`src/design/skf_pkg.sv`:
```
// ----------------------------------------------------------------------------
// skf_pkg
// Shared types, register map and constants of the scalar Kalman filter.
// ----------------------------------------------------------------------------
package skf_pkg;

  localparam int unsigned DataW    = 32;
  localparam int unsigned GainW    = 25;
  localparam int unsigned FracW    = 24;
  localparam int unsigned DivSteps = GainW;
  localparam int unsigned CntW     = $clog2(DivSteps);
  localparam int unsigned AddrW    = 4;

  // Register indexes (byte address bits [3:2]).
  localparam logic [1:0] RegProcessNoise     = 2'd0;
  localparam logic [1:0] RegMeasurementNoise = 2'd1;
  localparam logic [1:0] RegStartError       = 2'd2;

  localparam logic [DataW-1:0] ProcessNoiseRst     = 32'd1678;
  localparam logic [DataW-1:0] MeasurementNoiseRst = 32'd8388608;
  localparam logic [DataW-1:0] StartErrorRst       = 32'd167772;

  localparam logic [GainW-1:0] GainOne = GainW'(1) << FracW;

  typedef struct packed {
    logic signed [DataW-1:0] sample;
    logic                    restart;
  } in_t;

  typedef struct packed {
    logic signed [DataW-1:0] smoothed;
    logic        [DataW-1:0] variance;
    logic        [GainW-1:0] gain;
  } out_t;

  typedef struct packed {
    logic load;
    logic pred;
    logic denom;
    logic div_step;
    logic mul_est;
    logic mul_var;
    logic finish;
  } cmd_t;

  typedef struct packed {
    logic [DataW-1:0] process_noise;
    logic [DataW-1:0] measurement_noise;
    logic [DataW-1:0] start_error;
  } cfg_t;

endpackage

```
`src/design/skf_ctrl.sv`:
```
// ----------------------------------------------------------------------------
// skf_ctrl
// Sequencer of the filter: input handshake, divider step count and output
// register handshake.
// ----------------------------------------------------------------------------
module skf_ctrl (
  input  logic          clk_i,
  input  logic          rst_ni,
  input  logic          in_valid_i,
  output logic          in_ready_o,
  output logic          out_valid_o,
  input  logic          out_ready_i,
  output skf_pkg::cmd_t cmd_o
);

  localparam logic [2:0] StIdle   = 3'd0;
  localparam logic [2:0] StPred   = 3'd1;
  localparam logic [2:0] StDenom  = 3'd2;
  localparam logic [2:0] StDiv    = 3'd3;
  localparam logic [2:0] StMulEst = 3'd4;
  localparam logic [2:0] StMulVar = 3'd5;
  localparam logic [2:0] StFinish = 3'd6;

  logic [2:0]               state_q, state_d;
  logic [skf_pkg::CntW-1:0] cnt_q, cnt_d;
  logic                     out_valid_q, out_valid_d;

  always_comb begin
    state_d = state_q;
    cnt_d   = cnt_q;
    cmd_o   = '0;
    case (state_q)
      StIdle: begin
        if (in_valid_i) begin
          cmd_o.load = 1'b1;
          state_d    = StPred;
        end
      end
      StPred: begin
        cmd_o.pred = 1'b1;
        state_d    = StDenom;
      end
      StDenom: begin
        cmd_o.denom = 1'b1;
        cnt_d       = skf_pkg::CntW'(skf_pkg::DivSteps - 1);
        state_d     = StDiv;
      end
      StDiv: begin
        cmd_o.div_step = 1'b1;
        if (cnt_q == '0) begin
          state_d = StMulEst;
        end else begin
          cnt_d = cnt_q - 1'b1;
        end
      end
      StMulEst: begin
        cmd_o.mul_est = 1'b1;
        state_d       = StMulVar;
      end
      StMulVar: begin
        cmd_o.mul_var = 1'b1;
        state_d       = StFinish;
      end
      StFinish: begin
        // Wait until the output register is free or being emptied.
        if (!out_valid_q || out_ready_i) begin
          cmd_o.finish = 1'b1;
          state_d      = StIdle;
        end
      end
      default: begin
        state_d = StIdle;
      end
    endcase
  end

  always_comb begin
    if (cmd_o.finish) begin
      out_valid_d = 1'b1;
    end else if (out_ready_i) begin
      out_valid_d = 1'b0;
    end else begin
      out_valid_d = out_valid_q;
    end
  end

  always_ff @(posedge clk_i or negedge rst_ni) begin
    if (!rst_ni) begin
      state_q     <= StIdle;
      cnt_q       <= '0;
      out_valid_q <= 1'b0;
    end else begin
      state_q     <= state_d;
      cnt_q       <= cnt_d;
      out_valid_q <= out_valid_d;
    end
  end

  assign in_ready_o  = (state_q == StIdle);
  assign out_valid_o = out_valid_q;

endmodule

```
`config.mk`:
```
export PLATFORM = sky130hd
export DESIGN_NAME = skf_ctrl
export DESIGN_NICKNAME = d
export VERILOG_FILES = /design/src/design/skf_pkg.sv /design/src/design/skf_ctrl.sv
export SDC_FILE = /design/constraint.sdc
export NUM_CORES = 1
export LEC_CHECK = 0
export BUFFER_PORTS_ARGS = -buffer_cell sky130_fd_sc_hd__buf_2
export CORE_AREA = 2 2 39 41
export CTS_BUF_LIST = sky130_fd_sc_hd__clkbuf_2
export DETAILED_ROUTE_END_ITERATION = 8
export DIE_AREA = 0 0 41 43
export GPL_TIMING_DRIVEN = 1
export SYNTH_ARGS = -nofsm -noshare
export SYNTH_HDL_FRONTEND = slang
export SYNTH_SLANG_ARGS = --single-unit
```
`constraint.sdc`:
```
create_clock -name clk_i -period 2.6 [get_ports clk_i]
set_clock_uncertainty 0.05 [all_clocks]
set_input_delay 0.52 -clock clk_i [delete_from_list [all_inputs] [get_ports clk_i]]
set_output_delay 0.52 -clock clk_i [all_outputs]
set_load 0.01 [all_outputs]
```
# After elaboration in Yosys (flattened, before gate mapping)
# Index checks and enable logic that the tools add are counted.
# totals
register_bits,9
latchBits,0
mem_bits_rw,0
rom_bits,0
input_bits,4
out_inout_bits,9
wordCells,39
memories,0
# op_classes
n_addsub,1
multipliers,0
div,0
magnitude_cmp,0
n_eq_ne,10
shifts,0
mux,17
n_bitwise,0
n_reduce_logical,8
# op_table
op,n
3-bit case mux with 7 select lines,1
1-bit 2-to-1 mux,11
5-bit case mux with 2 select lines,1
3-bit equality test (second input constant),3
3-bit 2-to-1 mux,3
2-bit != test (second input constant),4
3-bit by 2-bit equality test with 1-bit output (second input constant),2
5-bit zero test,1
5-bit 2-to-1 mux,1
5-bit by 1-bit subtractor with 5-bit output (second input constant),1
2-bit nonzero test,2
3-bit by 1-bit equality test with 1-bit output (second input constant),1
3-bit zero test,1
3-bit AND reduction,1
2-bit AND reduction,1
1-bit zero test,1
1-bit logical OR,1

# Longest topological paths before layout
# Gate-level depths: netlist of run 1.
# depth
ltp_word,5
depth_mapped,5

# Least setup slack after synthesis of run 1
# OpenSTA, ideal clock, no wires.
# synth_path
kind,register to output
start,register state_q[0]
end,output cmd_o[6] (netlist bit)
arrival_time_ns,1.096
required_time_ns,2.030
path_slack_ns,0.934
stages_incl_launch_ff,4
path_buffers,1
path_cell_list,dfrtp_1 > clkbuf_1 > nor3_1 > and2_1
# synth_rtl
element,line,source
start: declaration,skf_ctrl.sv:24,"logic [2:0] state_q, state_d;"
start signal: assignment,skf_ctrl.sv:89,state_q <= StIdle;
start signal: assignment,skf_ctrl.sv:93,state_q <= state_d;
end: declaration,skf_ctrl.sv:13,output skf_pkg::cmd_t cmd_o

==> summary.md, run 1 <==
The run gives 360 as the via count of the first global-routing pass. For the required time at the worst-slack endpoint, the log shows 2030 ps. TritonCTS created 3 clock buffers. For the cts-stage hold buffer count, the log shows 0. The number of DRC markers after the initial detailed-route iteration was 7; the slew at the pin closest to its max-slew limit was 374 ps.

The relative area change from synthesis to final layout is 14.5%, and the number of resized instances in the post-cts repair step is 0. Across every metal layer, demand over resource in global routing totals 14.3%. The detail route stage leaves a number of antenna-violating nets equal to 0. After detailed routing, the number of remaining DRC violations is 0. The tools report the total power after layout as 0.000627 W. The most used flip-flop cell after synthesis is sky130_fd_sc_hd__dfrtp_1. The buffer cell driving the clock tree root was sky130_fd_sc_hd__clkbuf_2. The min-delay analysis places its worst path in the category primary input to async pin. The count of flip-flops with a built-in enable after synthesis was 0. The number of rows created at floorplan came out at 14.

For the total internal power, the log shows 0.000369 W. The number of filler cells placed in the layout is 141, and the switching part of the total is 41.1%. Setup total negative slack on the finished layout was measured at 0 ps. Setup repair after global routing left no endpoint under its margin.

After routing the design area is 603 µm². The wire length after detailed routing is 987 µm. Of the synthesized area, sequential elements account for 42.8%. Count of H-tree levels built during CTS: 1. The final number of hold-violating endpoints is 0. For the count of synthesis-stage warnings from yosys, the log shows 0.

Clock-pin slew was measured on the worst setup and hold paths at 90 ps. Power spread over the standard cell area amounts to 1040 nW/µm². Dividing the detail-routed wire length by the instance count gives 12.0 µm. The arrival time of data at the critical path endpoint came out at 1350 ps.

The first detailed-routing pass took 4 iterations. sky130_fd_sc_hd__dfrtp_1 takes more of the synthesized area than any other cell. For this design the total switching power over the nets is 0.000258 W. The total area inside the core boundary comes to 1380 µm². The most common library cell in the layout ignoring fill and taps was sky130_fd_sc_hd__buf_2. The run gives 29 as the count of unique library cells instantiated by Yosys. The tools report the starting utilization of the core area as 38.1%. Entering global routing, the biggest net connects 13 pins. The run gives 14.5% as the clock power share. The horizontal extent of the die was 41 µm; the static power due to leakage was 0.293 nW. Setup violations remaining at the end of the flow were counted as 0.

The final number of max-transition violations is 0. Detailed placer's ending HPWL: 711 µm. In this run the cell area measured after placement is 583 µm². The run gives 0.674 as the global placement routability congestion. Along the worst path, the maximum fanout reaches 12. The run gives 0 as the global route total overflow.

The cell area that synthesis handed to floorplanning was 527 µm². For this block, the via count after detailed routing is 422. The share of the cycle needed by the critical path after routing was 73.9%.

Per report_power, the sequential group accounts for 42.4% of the total. At the end of the flow, the number of nets in the layout was 72. The logs give 2 for the largest buffer count on any clock path and 0 for the antenna diode count. Counting every sink on the clock net gives 9.

The flow ran to the end, and the final reports show no timing, DRC or antenna violations. Of the cells placed in the final design, the portion with a size suffix greater than 1 is 31.8%. The type of destination of the critical path is an output pin. In the post-synthesis netlist, the biggest area contributors are sky130_fd_sc_hd__dfrtp_1 43%, sky130_fd_sc_hd__o21ai_0 4.8%, sky130_fd_sc_hd__nor4b_4 4.5%. The time the worst path needs with I/O delays and setup works out to 1920 ps. TritonCTS built the clock tree.

At the later pin of the worst-skew pair, clock insertion delay measures 250 ps. Number of antenna violations at the first check in global routing: 0. The post-synthesis average cell area is 9.75 µm². Of the post-synthesis cell area, the dominant cell type holds 42.8%. Counting flops and latches in the post-synthesis netlist gives 9. From bottom edge to top edge, the die measures 43 µm. By startpoint and endpoint, the worst setup path is classified as flop to output pin.

The fraction of registers with async set/reset came out at 100%. The vias per cell works out to 5.15. Counting cells, the worst reg-to-reg path comes to 5. The number of nets handed over by synthesis was 59. Buffers added to address setup during post-CTS repair amount to 0. The run gives 1600 µm as the global-route wire length before repair.

Measured against its own limit, the worst slew margin works out to 74.9%. STA classifies the critical path startpoint as a flop. The peak clock frequency supported by timing was 520 MHz; the count of max-cap constraint violations was 0.

The count of buffers added on input and output ports is 12. For the power share of the combinational group, the log shows 43.1%. The post-synthesis cell count came out at 54.

During I/O placement, the number of pins put on the boundary was 13. In the layout the commonest cells are 12 x sky130_fd_sc_hd__buf_2, 9 x sky130_fd_sc_hd__dfrtp_1, 5 x sky130_fd_sc_hd__inv_1, 5 x sky130_fd_sc_hd__o21ai_0, 4 x sky130_fd_sc_hd__clkbuf_2. The tools report the largest voltage drop on the vdd net as 350 µV. The die covers 1760 µm².
[state kept, by name, summed over array words and instances, names as in the netlist]
signal / flops
cnt_q: 5
state_q: 3
out_valid_o: 1
[stage by stage]
step / utilization [%] / cells / hold slack, ps / worst slack [ps]
global route: 43.6 / 82 / 45.4 / 490
global placement: 42.1 / 78 / 335 / 1010
detailed placement: 42.1 / 78 / 339 / 972
finish: 43.6 / 82 / 58.8 / 677
floorplan: - / 54 / 174 / 934
CTS: 43.6 / 82 / 49.8 / 669
[cell usage after synthesis (2+ instances only)]
cell type / count
sky130_fd_sc_hd__a21oi_1: 2
sky130_fd_sc_hd__buf_4: 2
sky130_fd_sc_hd__dfrtp_1: 9
sky130_fd_sc_hd__inv_1: 5
sky130_fd_sc_hd__mux2i_1: 2
sky130_fd_sc_hd__nand2_1: 2
sky130_fd_sc_hd__nor2_1: 3
sky130_fd_sc_hd__nor3_1: 2
sky130_fd_sc_hd__nor3b_1: 2
sky130_fd_sc_hd__o21ai_0: 5
sky130_fd_sc_hd__o31a_1: 2
[power groups by stage]
stage / logic [W] / clock network (W) / registers, W
after floorplan: 0.000246 / 0 / 0.000234
final: 0.000270 / 0.0000908 / 0.000266
after global placement: 0.000271 / 0 / 0.000268
after global routing: 0.000309 / 0.000103 / 0.000278
after detailed placement: 0.000273 / 0 / 0.000269
after CTS: 0.000273 / 0.0000939 / 0.000266
[routing by layer]
metal	vias to the layer above	wire, µm	track usage, %
met5	-	0	0
met4	0	14	12.0
met3	2	69	4.71
met2	18	411	15.0
met1	191	492	21.9
li1	211	-	-
[layout make-up]
class	count	area (µm²)	share of cell area [%]
Inverter	5	18.8	3.11
Sequential cell	9	225	37.3
Tap cell	16	20.0	3.32
Clock buffer	4	20.0	3.32
Timing Repair Buffer	12	60.1	9.96
Multi-Input combinational cell	36	259	42.9
[cells by family (layout without fill, tap and decap cells)]
group | Yosys count | in the layout | share of synthesized area, %
adders and majority gates | 1 | 1 | 2.37
DFF | 9 | 9 | 42.8
muxes | 2 | 2 | 3.80
AOI/OAI and AO/OA | 14 | 14 | 16.9
buffers and inverters | 9 | 21 | 8.07
and+or+nand+nor | 19 | 19 | 26.1
[critical path, cell delays in order, from the launching register on]
cell and delay [ps]:
sky130_fd_sc_hd__dfrtp_1 510, sky130_fd_sc_hd__inv_1 200, sky130_fd_sc_hd__nand3_1 120, sky130_fd_sc_hd__a21oi_1 130, sky130_fd_sc_hd__buf_2 140
[final timing paths]
kind	startpoint	to	slack (ps)
worst max-delay path	state_q[0]	cmd_o[0]	680
worst min-delay path	rst_ni	cnt_q[4]	60
worst max register to register	cnt_q[0]	state_q[1]	1050
worst min register to register	cnt_q[0]	cnt_q[0]	460
max in group asynchronous	rst_ni	cnt_q[0]	2260
min in group clk_i	out_ready_i	out_valid_o	450
No activity file was read; power rests on OpenSTA's default activity.
==> run 2, diff against run 1 <==
Clock period 2.6 ns to 1.6 ns, I/O delays scaled along.
==> run 2 against run 1 <==
Effect of this change:
- combinational power is 150% higher
- worst setup slack worse by 640 ps
- hold slack improved by 200 ps
- largest power group unchanged
- design area is 24% higher
- critical endpoint unchanged
- power increased by 98%
==> summary.md, run 2 (synthesis gave the netlist of run 1 again) <==
The flow ran to the end, and the final reports show no timing, DRC or antenna violations. The horizontal extent of the die is 41 µm (unchanged), and the switching part of the total is 39.3% (-1.8 points). The y dimension of the die works out to 43 µm (unchanged). The starting utilization of the core area was 38.1% (unchanged). The number of antenna violations at the first check in global routing is 0 (unchanged), and the number of flip-flops in the largest register is 5 (unchanged). The run gives 0 (unchanged) as the final number of hold-violating endpoints. The tools report the core box area as 1380 µm² (unchanged).

The worst setup path is of the flop to output pin kind. The required time at the worst-slack endpoint was 1230 ps (-800 ps); the relative area change from synthesis to final layout was 42.3%. The antenna diode count came out at 0 (unchanged). The final critical path takes up 97.4% of the cycle.

The final net count is 86 (+19%), and the peak clock frequency supported by timing is 642 MHz. For the arrival time of data at the critical path endpoint, the log shows 1190 ps (-160 ps). The final instance area was 749 µm² (+24%); the max-slew headroom at the worst pin was 75.2% (+0.28 points). The net switching power of the design was 0.000487 W (+89%); the power density over cell area was 1650 nW/µm² (+59%).

In the layout the commonest cells are 12 x sky130_fd_sc_hd__buf_2, 12 x sky130_fd_sc_hd__buf_4, 6 x sky130_fd_sc_hd__dfrtp_1. The power share of the combinational group was 53.5% (+10 points); the cell area after placement was 591 µm² (+1.3%). The count of buffers from port buffering came out at 12 (unchanged). The final-report setup violation count is 0 (unchanged), and the total internal power is 0.000753 W (+100%). The largest buffer count on any clock path was 2 (unchanged); the number of routed nets with antenna violations was 0 (unchanged). TritonCTS built the clock tree. Global-route wire length before repair: 1730 µm (+7.8%). The run gives 404 (+12%) as the via count of the first global-routing pass.

The tools report the clock latency on the worst-skew pair as 250 ps (about the same). The run gives 7 (unchanged) as the number of DRC markers after the initial detailed-route iteration. The total via count after detailed routing is 471 (+12%), and the post-CTS clock slew at the launch and capture registers of the worst setup and hold paths is 100 ps (about the same).

The proportion of layout cells with a drive suffix above 1 was 56.3% (+24 points). The sequential power share is 34.5% (-7.9 points). The routed length per instance was 12.4 µm (+3.3%). The remaining routing DRC violations is 0 (unchanged), and the final number of max-transition violations is 0 (unchanged).

The tools report the number of rows created at floorplan as 14 (unchanged). The run gives 1 (unchanged) as the count of H-tree levels built during CTS. The time the worst path needs with I/O delays and setup was 1560 ps; the number of buffers created by CTS was 3 (unchanged). The run gives 13 (unchanged) as the count of boundary I/O pins. The total number of clock tree sinks was 9 (unchanged); the global placement routability congestion was 0.742 (+10%).

For the total die area, the log shows 1760 µm² (unchanged). The aggregate global-route resource usage came out at 15.5% (+1.2 points). The tools report the maximum number of pins on one net before global-route repair as 12 (-1). The buffer cell driving the clock tree root was sky130_fd_sc_hd__clkbuf_2. Setup repair after global routing could not meet its margin everywhere. Static power due to leakage: 0.358 nW (+22%). The run gives 90 ps (-960 ps) as the reg2reg setup slack. Count of max-cap constraint violations: 0 (unchanged). For the detailed placer's ending HPWL, the log shows 718 µm (+0.94%).

Clock power share: 12.0% (-2.5 points). For the wire length after detailed routing, the log shows 1190 µm (+21%). The tools report the type of destination of the critical path as an output pin. STA classifies the critical path startpoint as a flop. For the final standard cell utilization of the core, the log shows 54.2% (+11 points). The slew at the pin closest to its max-slew limit is 370 ps (-4.15 ps). Worst-path maximum fanout: 8 (-4).

The register ranked first by flip-flop count was cnt_q. The tightest min-delay check is of the primary input to flop type. The vias per cell is 4.91 (-4.7%). For the global route total overflow, the log shows 0 (unchanged). The count of TritonRoute iterations in the first routing pass was 3 (-1). The tools report the largest voltage drop on the vdd net as 782 µV (+120%).
[run 2: path summary, 6_finish.rpt]
check	endpoint	start	cells past startpoint
max	cmd_o[0]	state_q[0]	4
min	out_valid_o	out_ready_i	2
max reg2reg	state_q[1]	cnt_q[0]	5
min reg2reg	cnt_q[0]	cnt_q[0]	1
max in group asynchronous	state_q[1]	rst_ni	2
min in group asynchronous	cnt_q[4]	rst_ni	2
[run 2: power groups by stage]
stage          sequential (W)  combinational (W)  clock (W)
2_1_floorplan        0.000380           0.000400          0
3_3_place_gp         0.000435           0.000453          0
3_5_place_dp         0.000437           0.000456          0
4_1_cts              0.000428           0.000513   0.000160
5_1_grt              0.000441           0.000732   0.000173
6_report             0.000428           0.000663   0.000149
[run 2: metrics by stage]
stage                     hold WS, ps  std cells  total power [W]  worst slack (ps)  setup TNS (ps)
after floorplan                 -25.6         54         0.000780               134               0
after CTS                         219         87          0.00110              2.03               0
after global placement            135         79         0.000888               144               0
final                             262         96          0.00124              41.6               0
after detailed placement          137         79         0.000893              87.7               0
after global routing              237         96          0.00135             -42.9           -89.4
[run 2: what timing repair did]
item | 4_1_cts | 5_1_grt
pin swaps | 0 | 2
hold endpoints to repair | 9 | 0
buffers inserted | 3 | 9
gates resized for setup | 5 | 8
hold buffers | 1 | 0
endpoints found under the setup margin | 5 | 6
[run 2: cell type report]
cell class,instances,area [µm²]
Fill cell,127,634
Multi-Input combinational cell,36,288
Sequential cell,9,229
Timing Repair Buffer,26,171
Inverter,5,21.3
Clock buffer,4,20.0
Tap cell,16,20.0
[run 2: worst max-delay path: stages (launching register included)]
cell,delay [ps]
sky130_fd_sc_hd__dfrtp_2,490
sky130_fd_sc_hd__inv_4,110
sky130_fd_sc_hd__nand3_2,90
sky130_fd_sc_hd__a21oi_2,100
sky130_fd_sc_hd__buf_2,130
[run 2: per-layer routing]
layer  global-route usage, %  vias up  wire (µm)
met5                       0        -          0
met2                    19.1       10        596
met3                    4.71        2         45
met1                    20.5      219        536
met4                    14.0        0         14
li1                        -      240          -
